`src/rtl/positional_list_store_unit_assert.svh`:
```
// Assertion macros used by the positional list store RTL.
`ifndef POSITIONAL_LIST_STORE_UNIT_ASSERT_SVH
`define POSITIONAL_LIST_STORE_UNIT_ASSERT_SVH

// The consequent must hold in the same cycle as the antecedent.
`define PLSU_ASSERT_SAME(label, clk, rst_n, ante, cons, msg) \
    label: assert property (@(posedge clk) disable iff (!rst_n) (ante) |-> (cons)) \
        else $error(msg);

// The consequent must hold in the cycle after the antecedent.
`define PLSU_ASSERT_NEXT(label, clk, rst_n, ante, cons, msg) \
    label: assert property (@(posedge clk) disable iff (!rst_n) (ante) |=> (cons)) \
        else $error(msg);

`endif

```
`src/rtl/plsu_pkg.sv`:
```
// Shared types, operation codes and status codes of the positional list store.
package plsu_pkg;

    localparam int CAPACITY_DEF = 16;
    localparam int FUNC_W       = 3;
    localparam int VALUE_W      = 32;
    localparam int POS_W        = 5;
    localparam int STATUS_W     = 2;
    localparam int ECOUNT_W     = 5;

    localparam logic [FUNC_W-1:0] FN_INS_FRONT = 3'd0;
    localparam logic [FUNC_W-1:0] FN_INS_END   = 3'd1;
    localparam logic [FUNC_W-1:0] FN_INS_AT    = 3'd2;
    localparam logic [FUNC_W-1:0] FN_DEL_FRONT = 3'd3;
    localparam logic [FUNC_W-1:0] FN_DEL_END   = 3'd4;
    localparam logic [FUNC_W-1:0] FN_DEL_AT    = 3'd5;
    localparam logic [FUNC_W-1:0] FN_TRAVERSE  = 3'd6;

    localparam logic [STATUS_W-1:0] ST_OK     = 2'd0;
    localparam logic [STATUS_W-1:0] ST_BADPOS = 2'd1;
    localparam logic [STATUS_W-1:0] ST_EMPTY  = 2'd2;
    localparam logic [STATUS_W-1:0] ST_FULL   = 2'd3;

    typedef struct packed {
        logic [FUNC_W-1:0]         func;
        logic signed [VALUE_W-1:0] item_value;
        logic [POS_W-1:0]          position;
    } t_in_word;

    typedef struct packed {
        logic [STATUS_W-1:0]       status;
        logic signed [VALUE_W-1:0] out_value;
        logic [ECOUNT_W-1:0]       element_count;
        logic                      last;
    } t_out_word;

endpackage

```
`src/rtl/positional_list_store_unit.sv`:
```
// Positional list store: ordered list of signed words kept in one synchronous memory.
//
// A request word enters on the input channel (i_in_valid, o_in_stall) and
// carries an operation, a value and a 1-based position. Inserts and deletes
// shift the entries behind the affected slot one place through the memory,
// one entry per cycle, with the read of the next entry overlapping the write
// of the previous one. A traversal reads each entry and loads it as a result
// word before reading the next, emitting one result word per element, with
// last set on the final one. Errors, an empty traversal and an unused
// operation code give a single result word.
// Results leave through an output register (o_out_valid, i_out_stall); while
// the receiver stalls, the word there holds and the sequencer waits before
// loading the next one. One request is in progress at a time; o_in_stall is
// high from acceptance until its final result word is loaded.
// Reset empties the list and clears the output valid flag; memory contents
// are left as they are, since only entries below the count are ever read.
module positional_list_store_unit
    import plsu_pkg::*;
#(
    parameter int CAPACITY = CAPACITY_DEF
) (
    input  logic      i_clk,
    input  logic      i_rst_n,
    input  logic      i_in_valid,
    output logic      o_in_stall,
    input  t_in_word  i_in_word,
    output logic      o_out_valid,
    input  logic      i_out_stall,
    output t_out_word o_out_word
);

    localparam int AW   = (CAPACITY > 1) ? $clog2(CAPACITY) : 1;
    localparam int CW   = $clog2(CAPACITY + 1);
    localparam int CMPW = ((CW > POS_W) ? CW : POS_W) + 1;

    localparam logic [2:0] S_IDLE    = 3'd0;
    localparam logic [2:0] S_INS     = 3'd1;
    localparam logic [2:0] S_DEL     = 3'd2;
    localparam logic [2:0] S_TRAV_RD = 3'd3;
    localparam logic [2:0] S_TRAV_WT = 3'd4;
    localparam logic [2:0] S_RESULT  = 3'd5;

    // Entry storage: one write port, one read port with registered data.
    logic [VALUE_W-1:0] mem [CAPACITY];
    logic [VALUE_W-1:0] rd_q;
    logic               rd_en;
    logic [AW-1:0]      rd_addr;
    logic               wr_en;
    logic [AW-1:0]      wr_addr;
    logic [VALUE_W-1:0] wr_data;

    logic [2:0]          r_state, n_state;
    logic [CW-1:0]       r_count, n_count;
    logic [CW-1:0]       r_ptr, n_ptr;
    logic [CW-1:0]       r_idx, n_idx;
    logic [AW-1:0]       r_wa, n_wa;
    logic                r_pend, n_pend;
    logic [VALUE_W-1:0]  r_val, n_val;
    logic [STATUS_W-1:0] r_status, n_status;
    logic                r_out_valid;
    t_out_word           r_out_word;

    logic          in_accept;
    logic          out_free;
    logic          out_load;
    t_out_word     out_next;
    logic          full;
    logic          empty;
    logic [CMPW-1:0] pos_x;
    logic [CMPW-1:0] cnt_x;
    logic [CW-1:0] ptr_dec;
    logic [CW-1:0] ptr_inc;

    assign in_accept = i_in_valid && !o_in_stall;
    assign out_free  = !r_out_valid || !i_out_stall;
    assign full      = (r_count == CW'(CAPACITY));
    assign empty     = (r_count == '0);
    assign pos_x     = CMPW'(i_in_word.position);
    assign cnt_x     = CMPW'(r_count);
    assign ptr_dec   = r_ptr - CW'(1);
    assign ptr_inc   = r_ptr + CW'(1);

    always_ff @(posedge i_clk) begin
        if (wr_en) begin
            mem[wr_addr] <= wr_data;
        end
        if (rd_en) begin
            rd_q <= mem[rd_addr];
        end
    end

    always_comb begin
        n_state  = r_state;
        n_count  = r_count;
        n_ptr    = r_ptr;
        n_idx    = r_idx;
        n_wa     = r_wa;
        n_pend   = r_pend;
        n_val    = r_val;
        n_status = r_status;
        rd_en    = 1'b0;
        rd_addr  = r_ptr[AW-1:0];
        wr_en    = 1'b0;
        wr_addr  = r_wa;
        wr_data  = rd_q;
        out_load = 1'b0;
        out_next.status        = r_status;
        out_next.out_value     = '0;
        out_next.element_count = ECOUNT_W'(r_count);
        out_next.last          = 1'b1;

        unique case (r_state)
            S_IDLE: begin
                if (in_accept) begin
                    n_val    = i_in_word.item_value;
                    n_pend   = 1'b0;
                    n_status = ST_OK;
                    n_ptr    = r_count;
                    n_state  = S_RESULT;
                    unique case (i_in_word.func)
                        FN_INS_FRONT, FN_INS_END: begin
                            if (full) begin
                                n_status = ST_FULL;
                            end else begin
                                n_idx   = (i_in_word.func == FN_INS_FRONT) ? '0 : r_count;
                                n_state = S_INS;
                            end
                        end
                        FN_INS_AT: begin
                            priority if (pos_x == '0 || pos_x > cnt_x + CMPW'(1)) begin
                                n_status = ST_BADPOS;
                            end else if (full) begin
                                n_status = ST_FULL;
                            end else begin
                                n_idx   = CW'(pos_x - CMPW'(1));
                                n_state = S_INS;
                            end
                        end
                        FN_DEL_FRONT, FN_DEL_END: begin
                            if (empty) begin
                                n_status = ST_EMPTY;
                            end else begin
                                // The read pointer starts one slot behind the removed one.
                                n_ptr   = (i_in_word.func == FN_DEL_FRONT) ? CW'(1) : r_count;
                                n_state = S_DEL;
                            end
                        end
                        FN_DEL_AT: begin
                            if (pos_x == '0 || pos_x > cnt_x) begin
                                n_status = ST_BADPOS;
                            end else begin
                                n_ptr   = CW'(pos_x);
                                n_state = S_DEL;
                            end
                        end
                        FN_TRAVERSE: begin
                            if (empty) begin
                                n_status = ST_EMPTY;
                            end else begin
                                n_ptr   = '0;
                                n_state = S_TRAV_RD;
                            end
                        end
                        default: begin
                            n_status = ST_OK;
                        end
                    endcase
                end
            end
            S_INS: begin
                // Move entries up from the tail; each read lands one slot higher next cycle.
                wr_en = r_pend;
                priority if (r_ptr != r_idx) begin
                    rd_en   = 1'b1;
                    rd_addr = ptr_dec[AW-1:0];
                    n_wa    = r_ptr[AW-1:0];
                    n_ptr   = ptr_dec;
                    n_pend  = 1'b1;
                end else if (r_pend) begin
                    n_pend = 1'b0;
                end else begin
                    wr_en   = 1'b1;
                    wr_addr = r_idx[AW-1:0];
                    wr_data = r_val;
                    n_count = r_count + CW'(1);
                    n_state = S_RESULT;
                end
            end
            S_DEL: begin
                // Move entries down toward the removed slot, one per cycle.
                wr_en = r_pend;
                priority if (r_ptr != r_count) begin
                    rd_en   = 1'b1;
                    rd_addr = r_ptr[AW-1:0];
                    n_wa    = ptr_dec[AW-1:0];
                    n_ptr   = ptr_inc;
                    n_pend  = 1'b1;
                end else if (r_pend) begin
                    n_pend = 1'b0;
                end else begin
                    n_count = r_count - CW'(1);
                    n_state = S_RESULT;
                end
            end
            S_TRAV_RD: begin
                rd_en   = 1'b1;
                n_state = S_TRAV_WT;
            end
            S_TRAV_WT: begin
                out_next.status    = ST_OK;
                out_next.out_value = rd_q;
                out_next.last      = (ptr_inc == r_count);
                if (out_free) begin
                    out_load = 1'b1;
                    n_ptr    = ptr_inc;
                    n_state  = (ptr_inc == r_count) ? S_IDLE : S_TRAV_RD;
                end
            end
            S_RESULT: begin
                if (out_free) begin
                    out_load = 1'b1;
                    n_state  = S_IDLE;
                end
            end
            default: begin
                n_state = S_IDLE;
            end
        endcase
    end

    always_ff @(posedge i_clk) begin
        if (!i_rst_n) begin
            r_state     <= S_IDLE;
            r_count     <= '0;
            r_pend      <= 1'b0;
            r_out_valid <= 1'b0;
        end else begin
            r_state <= n_state;
            r_count <= n_count;
            r_pend  <= n_pend;
            if (out_free) begin
                r_out_valid <= out_load;
            end
        end
    end

    always_ff @(posedge i_clk) begin
        r_ptr    <= n_ptr;
        r_idx    <= n_idx;
        r_wa     <= n_wa;
        r_val    <= n_val;
        r_status <= n_status;
        if (out_load) begin
            r_out_word <= out_next;
        end
    end

    assign o_in_stall  = (r_state != S_IDLE);
    assign o_out_valid = r_out_valid;
    assign o_out_word  = r_out_word;

`include "positional_list_store_unit_assert.svh"

    `PLSU_ASSERT_SAME(a_count_bound, i_clk, i_rst_n, 1'b1, r_count <= CW'(CAPACITY),
        "count above capacity")
    `PLSU_ASSERT_SAME(a_ins_ptr, i_clk, i_rst_n, r_state == S_INS, r_ptr >= r_idx,
        "insert shift passed its slot")
    `PLSU_ASSERT_SAME(a_del_ptr, i_clk, i_rst_n, r_state == S_DEL, r_ptr <= r_count,
        "delete shift ran past the tail")
    `PLSU_ASSERT_NEXT(a_full_keeps, i_clk, i_rst_n,
        in_accept && full && (i_in_word.func == FN_INS_FRONT || i_in_word.func == FN_INS_END),
        $stable(r_count), "full insert changed count")
    `PLSU_ASSERT_NEXT(a_result_done, i_clk, i_rst_n, r_state == S_RESULT && out_free,
        r_state == S_IDLE && o_out_valid && o_out_word.last, "single result word not delivered")

endmodule

```
`config.mk`:
```
export PLATFORM = sky130hd
export DESIGN_NAME = positional_list_store_unit
export DESIGN_NICKNAME = d
export VERILOG_FILES = /design/src/rtl/plsu_pkg.sv /design/src/rtl/positional_list_store_unit.sv
export VERILOG_INCLUDE_DIRS = /design/src /design/src/rtl
export SDC_FILE = /design/constraint.sdc
export NUM_CORES = 1
export LEC_CHECK = 0
export ABC_AREA = 1
export BUFFER_PORTS_ARGS = -buffer_cell sky130_fd_sc_hd__buf_2
export CORE_ASPECT_RATIO = 0.7
export CORE_MARGIN = 8
export CORE_UTILIZATION = 45
export CTS_BUF_LIST = sky130_fd_sc_hd__clkbuf_16
export DETAILED_ROUTE_END_ITERATION = 7
export PLACE_DENSITY = 0.73
export SYNTH_ARGS = -nofsm -noshare
export SYNTH_HDL_FRONTEND = slang
export SYNTH_SLANG_ARGS = --single-unit
```
`constraint.sdc`:
```
create_clock -name i_clk -period 4.84 [get_ports i_clk]
set_input_delay 1.21 -clock i_clk [delete_from_list [all_inputs] [get_ports i_clk]]
set_output_delay 1.21 -clock i_clk [all_outputs]
set_load 0.1 [all_outputs]
```
==> results.md, run 1 <==
* Mapped Area at 28700 sq um
* GRT Total Usage at 0.194
* Latest clock arrival within the worst-skew pair at 630 ps
* Die H at 227 microns
* Max-slew violations at 0
* CP Data Arrival Time at 4250 ps
* First-pass GRT wire length at 111000 microns
* Seq. cell area at 19200 sq um
* CTS buffer count at 59
* Cell accounting for the most synthesized area: edfxtp_1
* Final Net Count at 2900
* Logic gate share of total power at 0.430
* GRT Residual Overflow at 0
* CP Class: reg2reg
* Post-CTS Repair Setup Buffers at 0
* Status: finished, final reports clean
* DPL Wire Length at 41000 microns
* Power Internal at 12600 uW
* N_diodes at 0
* Multi-input logic area at 6780 sq um
* Post-synth ARST share at 0
* Die area at 72200 sq um
* GR Util met2 at 0.306
* Routed WL at 70900 microns
* Post-layout util at 0.510
* Post-CTS Hold Fix Bufs at 0
* Final setup violation count at 0
* Unique masters post-synth at 42
* Critical R2R Launch: r_ptr[0]$_DFFE_PP_
* TNS Setup at 0 ps
* Min Tclk post-route at 3920 ps
* Via density at 5.26
* Seq/Total Area, Yosys at 0.669
* Syn Area/Cell at 10.4 sq um
* Layout cells sized above 1 at 0.0959
* Root Buffer: clkbuf_16
* Grt met1 use at 0.276
* CTS HTree Levels at 2
* Wire length per cell at 19.1 microns
* CTS tree: yes
* DRT iter0 DRCs at 2287
* Cell Rows at 77
* Ys Warns at 0
* # port buffers at 85
* Clock share of power at 0.215
* Vias post-DR at 19540
* Mapped Nets at 2832
* Hold Path Origin: r_state[2]$_SDFFE_PN0P_
* CP max FO at 39
* Reg2Reg Capture Point: mem[4][13]$_DFFE_PP_
* Post-synth EDFFs at 632
* Worst slew pin tran at 1310 ps
* Hold WC Path Type: reg2reg
* Boundary Pins at 86
* VDD IR max at 0.454 mV
* Final clock skew at 19.0 ps
* Worst path required time at 5160 ps
* Synth top area share at 0.662
* Post-route ant nets at 0
* Synth area leaders: edfxtp_1, nand3_1, inv_1
* Hold Violations, Final at 0
* RSZ-0062 raised after global routing: false
* Synth-to-layout area growth at 12.3%
* Buffer levels on the longest clock path at 3
* Worst setup EP type: register
* Initial Util at 0.454
* Grt met3 use at 0.0377
* Flop2flop setup slack at 920 ps
* Switching part of the total at 0.425
* Worst setup path end: mem[4][13]$_DFFE_PP_
* Drt first pass iters at 6
* Initial antenna violation count at 0
* Clk sinks at 642
* GPL Wtd Cong at 0.906
* Final Cell Area at 32200 sq um
* Slew headroom at 0.124
* Top FF cell, synth: edfxtp_1
* Residual DRC count at 0
* GRT busiest layer: met2
* CORE AREA at 63100 sq um
* R2r worst-path depth at 11
* Die X at 318 microns
* Pin count of the biggest net entering global routing at 112
* Register bit count reported by yosys at 642
* Power density over the cells at 681 nW/um^2
* Leak at 0.0137 uW
* Post-CTS sizing at 0
* CP startpoint: r_ptr[0]$_DFFE_PP_
* Number of max-cap violations at 0
* Crit start category: register
* Switch Pwr at 9320 uW
* Fillers at 5380
* Mapped Cells at 2769
* Number of global-route vias before repair at 18905
* Period utilisation layout at 0.811
* Dpl cell area at 30200 sq um
* Reg power frac at 0.355
* Fmax at 255 MHz
* Clk slew on worst S/H paths at 60 ps
==> how the worst min path moves through the flow <==
stage | slack (ps) | cells past startpoint | end
final | 530 | 2 | r_state[2]$_SDFFE_PN0P_
after global routing | 540 | 2 | r_state[2]$_SDFFE_PN0P_
after CTS | 530 | 2 | r_state[2]$_SDFFE_PN0P_
after detailed placement | 520 | 2 | r_state[2]$_SDFFE_PN0P_
after global placement | 510 | 2 | r_state[0]$_SDFFE_PN0P_
after floorplan | 410 | 0 | o_out_word[5]$_DFFE_PP_
==> cells in the mapped netlist (2+ instances only) <==
library cell	instances
ha_1	18
nand2_4	2
nand2_1	474
dfxtp_1	10
o21ai_0	27
nand4_1	5
nor2_1	113
clkinv_1	4
buf_2	64
buf_1	11
inv_2	5
nor2_2	2
edfxtp_1	632
a21oi_1	54
o22a_1	2
o21ai_1	7
nand3_1	636
nor3_1	7
buf_4	26
o22ai_1	5
xor2_1	10
inv_1	594
xnor2_1	7
clkbuf_1	34
o211ai_1	3
==> routing by layer <==
metal	share of wire	wire, microns
met1	0.43	30200
met2	0.45	32100
met3	0.098	6980
met4	0.023	1610
met5	0	0
==> power by group through the flow <==
stage / registers [uW] / clock network (uW) / logic [uW]
6_report: 7770 / 4710 / 9420
5_1_grt: 7820 / 4990 / 10300
4_1_cts: 7770 / 4770 / 9380
3_5_place_dp: 7890 / 0 / 9320
3_3_place_gp: 7880 / 0 / 9190
2_1_floorplan: 8310 / 0 / 5990
==> critical path, cell delays in order, from the launching register on <==
cell and delay [ps]:
edfxtp_1 610, nand2_1 100, inv_1 70, nor2_1 50
nor2_2 120, nand3_4 140, nor2_1 260, nand2_4 310
o21ai_0 430, nand3_1 390, nor2_4 830, buf_4 300
==> layout make-up <==
class                      instances  share of cell area
inverter                         603              0.0703
tap                              829              0.0322
timing repair buffer             142              0.0300
sequential                       642               0.596
multi-input combinational       1389               0.211
clock buffer                      61              0.0474
clock inverter                    50              0.0131
==> state kept, by name (all words and copies together) (netlist names), 2 cells and up <==
signal,flops
r_status,2
r_count,5
rd_q,32
r_wa,4
r_val,32
o_out_word,40
r_state,3
mem,512
r_idx,5
r_ptr,5
==> cells by family (layout without fill, tap and decap cells) <==
group / count (synthesis) / after routing / synth area share
DFF: 642 / 642 / 0.669
AOI/OAI and AO/OA: 106 / 106 / 0.0200
and+or+nand+nor: 1247 / 1247 / 0.194
xor gates and xnor gates: 17 / 17 / 0.00519
adders and majority gates: 19 / 19 / 0.00856
buffers and inverters: 738 / 856 / 0.103
==> metrics by stage <==
| stage | total power (uW) | setup slack [ps] | hold WS, ps | instances |
|---|---|---|---|---|
| 2_1_floorplan | 14300 | 1170 | 406 | 2769 |
| 3_3_place_gp | 17100 | 1030 | 509 | 3605 |
| 3_5_place_dp | 17200 | 994 | 518 | 3605 |
| 4_1_cts | 21900 | 990 | 527 | 3716 |
| 5_1_grt | 23100 | 647 | 537 | 3716 |
| 6_report | 21900 | 917 | 528 | 3716 |
==> cells in the final DEF (no fill, tap or decap), types with 5 or more instances in the layout <==
cell type  count
nor2_4        17
dfxtp_1       10
o22ai_1        5
clkinv_2      17
clkinv_1      15
inv_2          5
clkbuf_16     61
nor2_1        96
xnor2_1        7
ha_1          18
inv_1        605
nor3_1         7
buf_4         48
bufinv_16      7
buf_12         9
o21ai_0       27
xor2_1        10
a21oi_2        6
nand2_1      471
edfxtp_1     632
buf_2         85
nand4_1        5
a21oi_1       47
nand3_1      635
Note: power is estimated with default switching activity, not from simulation.
==> run 2, diff against run 1 <==
==> constraint.sdc (replaced) <==
create_clock -name i_clk -period 3.8 [get_ports i_clk]
set_input_delay 0.95 -clock i_clk [delete_from_list [all_inputs] [get_ports i_clk]]
set_output_delay 0.95 -clock i_clk [all_outputs]
set_load 0.1 [all_outputs]
==> run 2 against run 1 <==
Critical endpoint is now rd_q[0]$_DFFE_PP_. Count of clock-buffer cells in the layout shrank 1. Design area grew 0.77%. Clock power grew 25%. Worst setup slack lost 510 ps. Final cell count grew 0.89%. Highest routed layer unchanged. Sequential cell count is the same. Largest power group unchanged. Routed wire length grew 2.3%. Clock skew grew 7.0 ps. Total power grew 30%. Via count grew 1.1%.
==> results.md, run 2 (synthesis results as in run 1) <==
* Status: finished, final reports clean
* DRT iter0 DRCs at 2216
* Die area at 72200 sq um
* Layout cells sized above 1 at 0.105
* RSZ-0062 raised after global routing: false
* Die X at 318 microns
* CP Class: reg2reg
* Vias post-DR at 19755
* TNS Setup at 0 ps
* Hold Slack at 487 ps
* Clk sinks at 642
* Post-route ant nets at 0
* Finished Layout Cells at 3749
* Final setup violation count at 0
* Routed WL at 72500 microns
* Biggest register: mem
* Pin count of the biggest net entering global routing at 111
* Worst setup margin at 405 ps
* CP max FO at 64
* CTS buffer count at 59
* VDD IR max at 0.854 mV
* Die H at 227 microns
* Residual DRC count at 0
* Post-CTS Hold Fix Bufs at 0
* Clk slew on worst S/H paths at 70 ps
* Worst setup EP type: register
* Pwr Total at 28500 uW
* Reg2Reg Capture Point: rd_q[0]$_DFFE_PP_
* Number of max-cap violations at 0
* Drt first pass iters at 6
* Hold Violations, Final at 0
* Initial antenna violation count at 1
* GRT Residual Overflow at 0
* Min Tclk post-route at 3400 ps
* Period utilisation layout at 0.894
* Placed insts at 3637
* Slew headroom at 0.224
* Fmax at 295 MHz
* CORE AREA at 63100 sq um
* Crit start category: register
* Latest clock arrival within the worst-skew pair at 630 ps
* Root Buffer: clkbuf_16
* Synth-to-layout area growth at 13.1%
* GRT Total Usage at 0.198
* # port buffers at 85
* CP startpoint: r_ptr[0]$_DFFE_PP_
* Buffer levels on the longest clock path at 3
* Max-slew violations at 0
* Worst setup path end: rd_q[0]$_DFFE_PP_
* Hold WC Path Type: in2reg
* Hold Path Origin: i_in_word[16]
* Number of global-route vias before repair at 18837
* Power density over the cells at 878 nW/um^2
* DPL Wire Length at 43500 microns
* Worst path required time at 4180 ps
* Critical R2R Launch: r_ptr[0]$_DFFE_PP_
* Via density at 5.27
* CTS HTree Levels at 2
* Post-CTS Repair Setup Buffers at 0
* Most frequent cells in the layout: nand3_1, edfxtp_1, inv_1
* Place WS at 442 ps
* Post-CTS sizing at 0
* CTS tree: yes
* Leak at 0.0138 uW
* Flop2flop setup slack at 400 ps
* Final clock skew at 26.0 ps
* First-pass GRT wire length at 112000 microns
* R2r worst-path depth at 8
* Wire length per cell at 19.3 microns
* GPL Wtd Cong at 0.896
* Largest register FFs at 512
* Initial Util at 0.454
* Fillers at 5384
* CP Data Arrival Time at 3780 ps
* Commonest non-fill, non-tap cell in the layout: nand3_1
* Final Net Count at 2932
* N_diodes at 0
* Cell Rows at 77
* Worst slew pin tran at 1160 ps
* Boundary Pins at 86
==> run 2: cell count changes in the layout (fill, tap and decap cells not counted), sizes merged <==
cell,delta
buf,+32
bufinv,-2
clkbuf,-1
clkinv,+4
clkinvlp,+2
inv,-2
==> run 2: metrics by stage <==
| step | util | instance area (sq um) |
|---|---|---|
| 2_1_floorplan | - | 28700 |
| 3_3_place_gp | 0.484 | 30500 |
| 3_5_place_dp | 0.484 | 30500 |
| 4_1_cts | 0.514 | 32400 |
| 5_1_grt | 0.514 | 32400 |
| 6_report | 0.514 | 32400 |
==> run 2: how the worst min path moves through the flow <==
| stage | end | cells after the start | slack (ps) |
|---|---|---|---|
| after CTS | r_val[7]$_DFFE_PP_ | 1 | 450 |
| after detailed placement | r_state[2]$_SDFFE_PN0P_ | 2 | 510 |
| after global placement | r_state[2]$_SDFFE_PN0P_ | 2 | 500 |
| after floorplan | o_out_word[5]$_DFFE_PP_ | 0 | 410 |
| after global routing | r_val[20]$_DFFE_PP_ | 1 | 460 |
| final | r_val[11]$_DFFE_PP_ | 1 | 490 |
==> run 2: worst max-delay path: stages, from the launching register on <==
cell	delay [ps]
edfxtp_1	600
clkinv_1	370
ha_1	360
xnor2_1	240
o21ai_4	200
buf_4	750
nand3_1	340
nand3_1	200
nand2_1	60
==> run 2: area by class of cell <==
type | count | area (sq um) | area share
multi-input cells | 1389 | 6760 | 0.208
clock buffers | 60 | 1500 | 0.0463
inverters | 603 | 2260 | 0.0698
clock inverters | 52 | 400 | 0.0123
repair buffers | 174 | 1280 | 0.0395
flip-flops and latches | 642 | 19200 | 0.592
well taps | 829 | 1040 | 0.0320
==> run 2: layer usage <==
metal	routed length (microns)	global-route usage
met4	1670	0.0579
met1	31200	0.279
met2	32500	0.314
met3	7080	0.0392
met5	0	0
==> run 2: power by group <==
part / switching (uW) / total (uW) / leakage (uW) / internal, uW
combinational: 9480 / 12700 / 0.00705 / 3230
clock: 2660 / 5880 / 0.000960 / 3220
sequential: 242 / 9890 / 0.00582 / 9640
total: 12400 / 28500 / 0.0138 / 16100
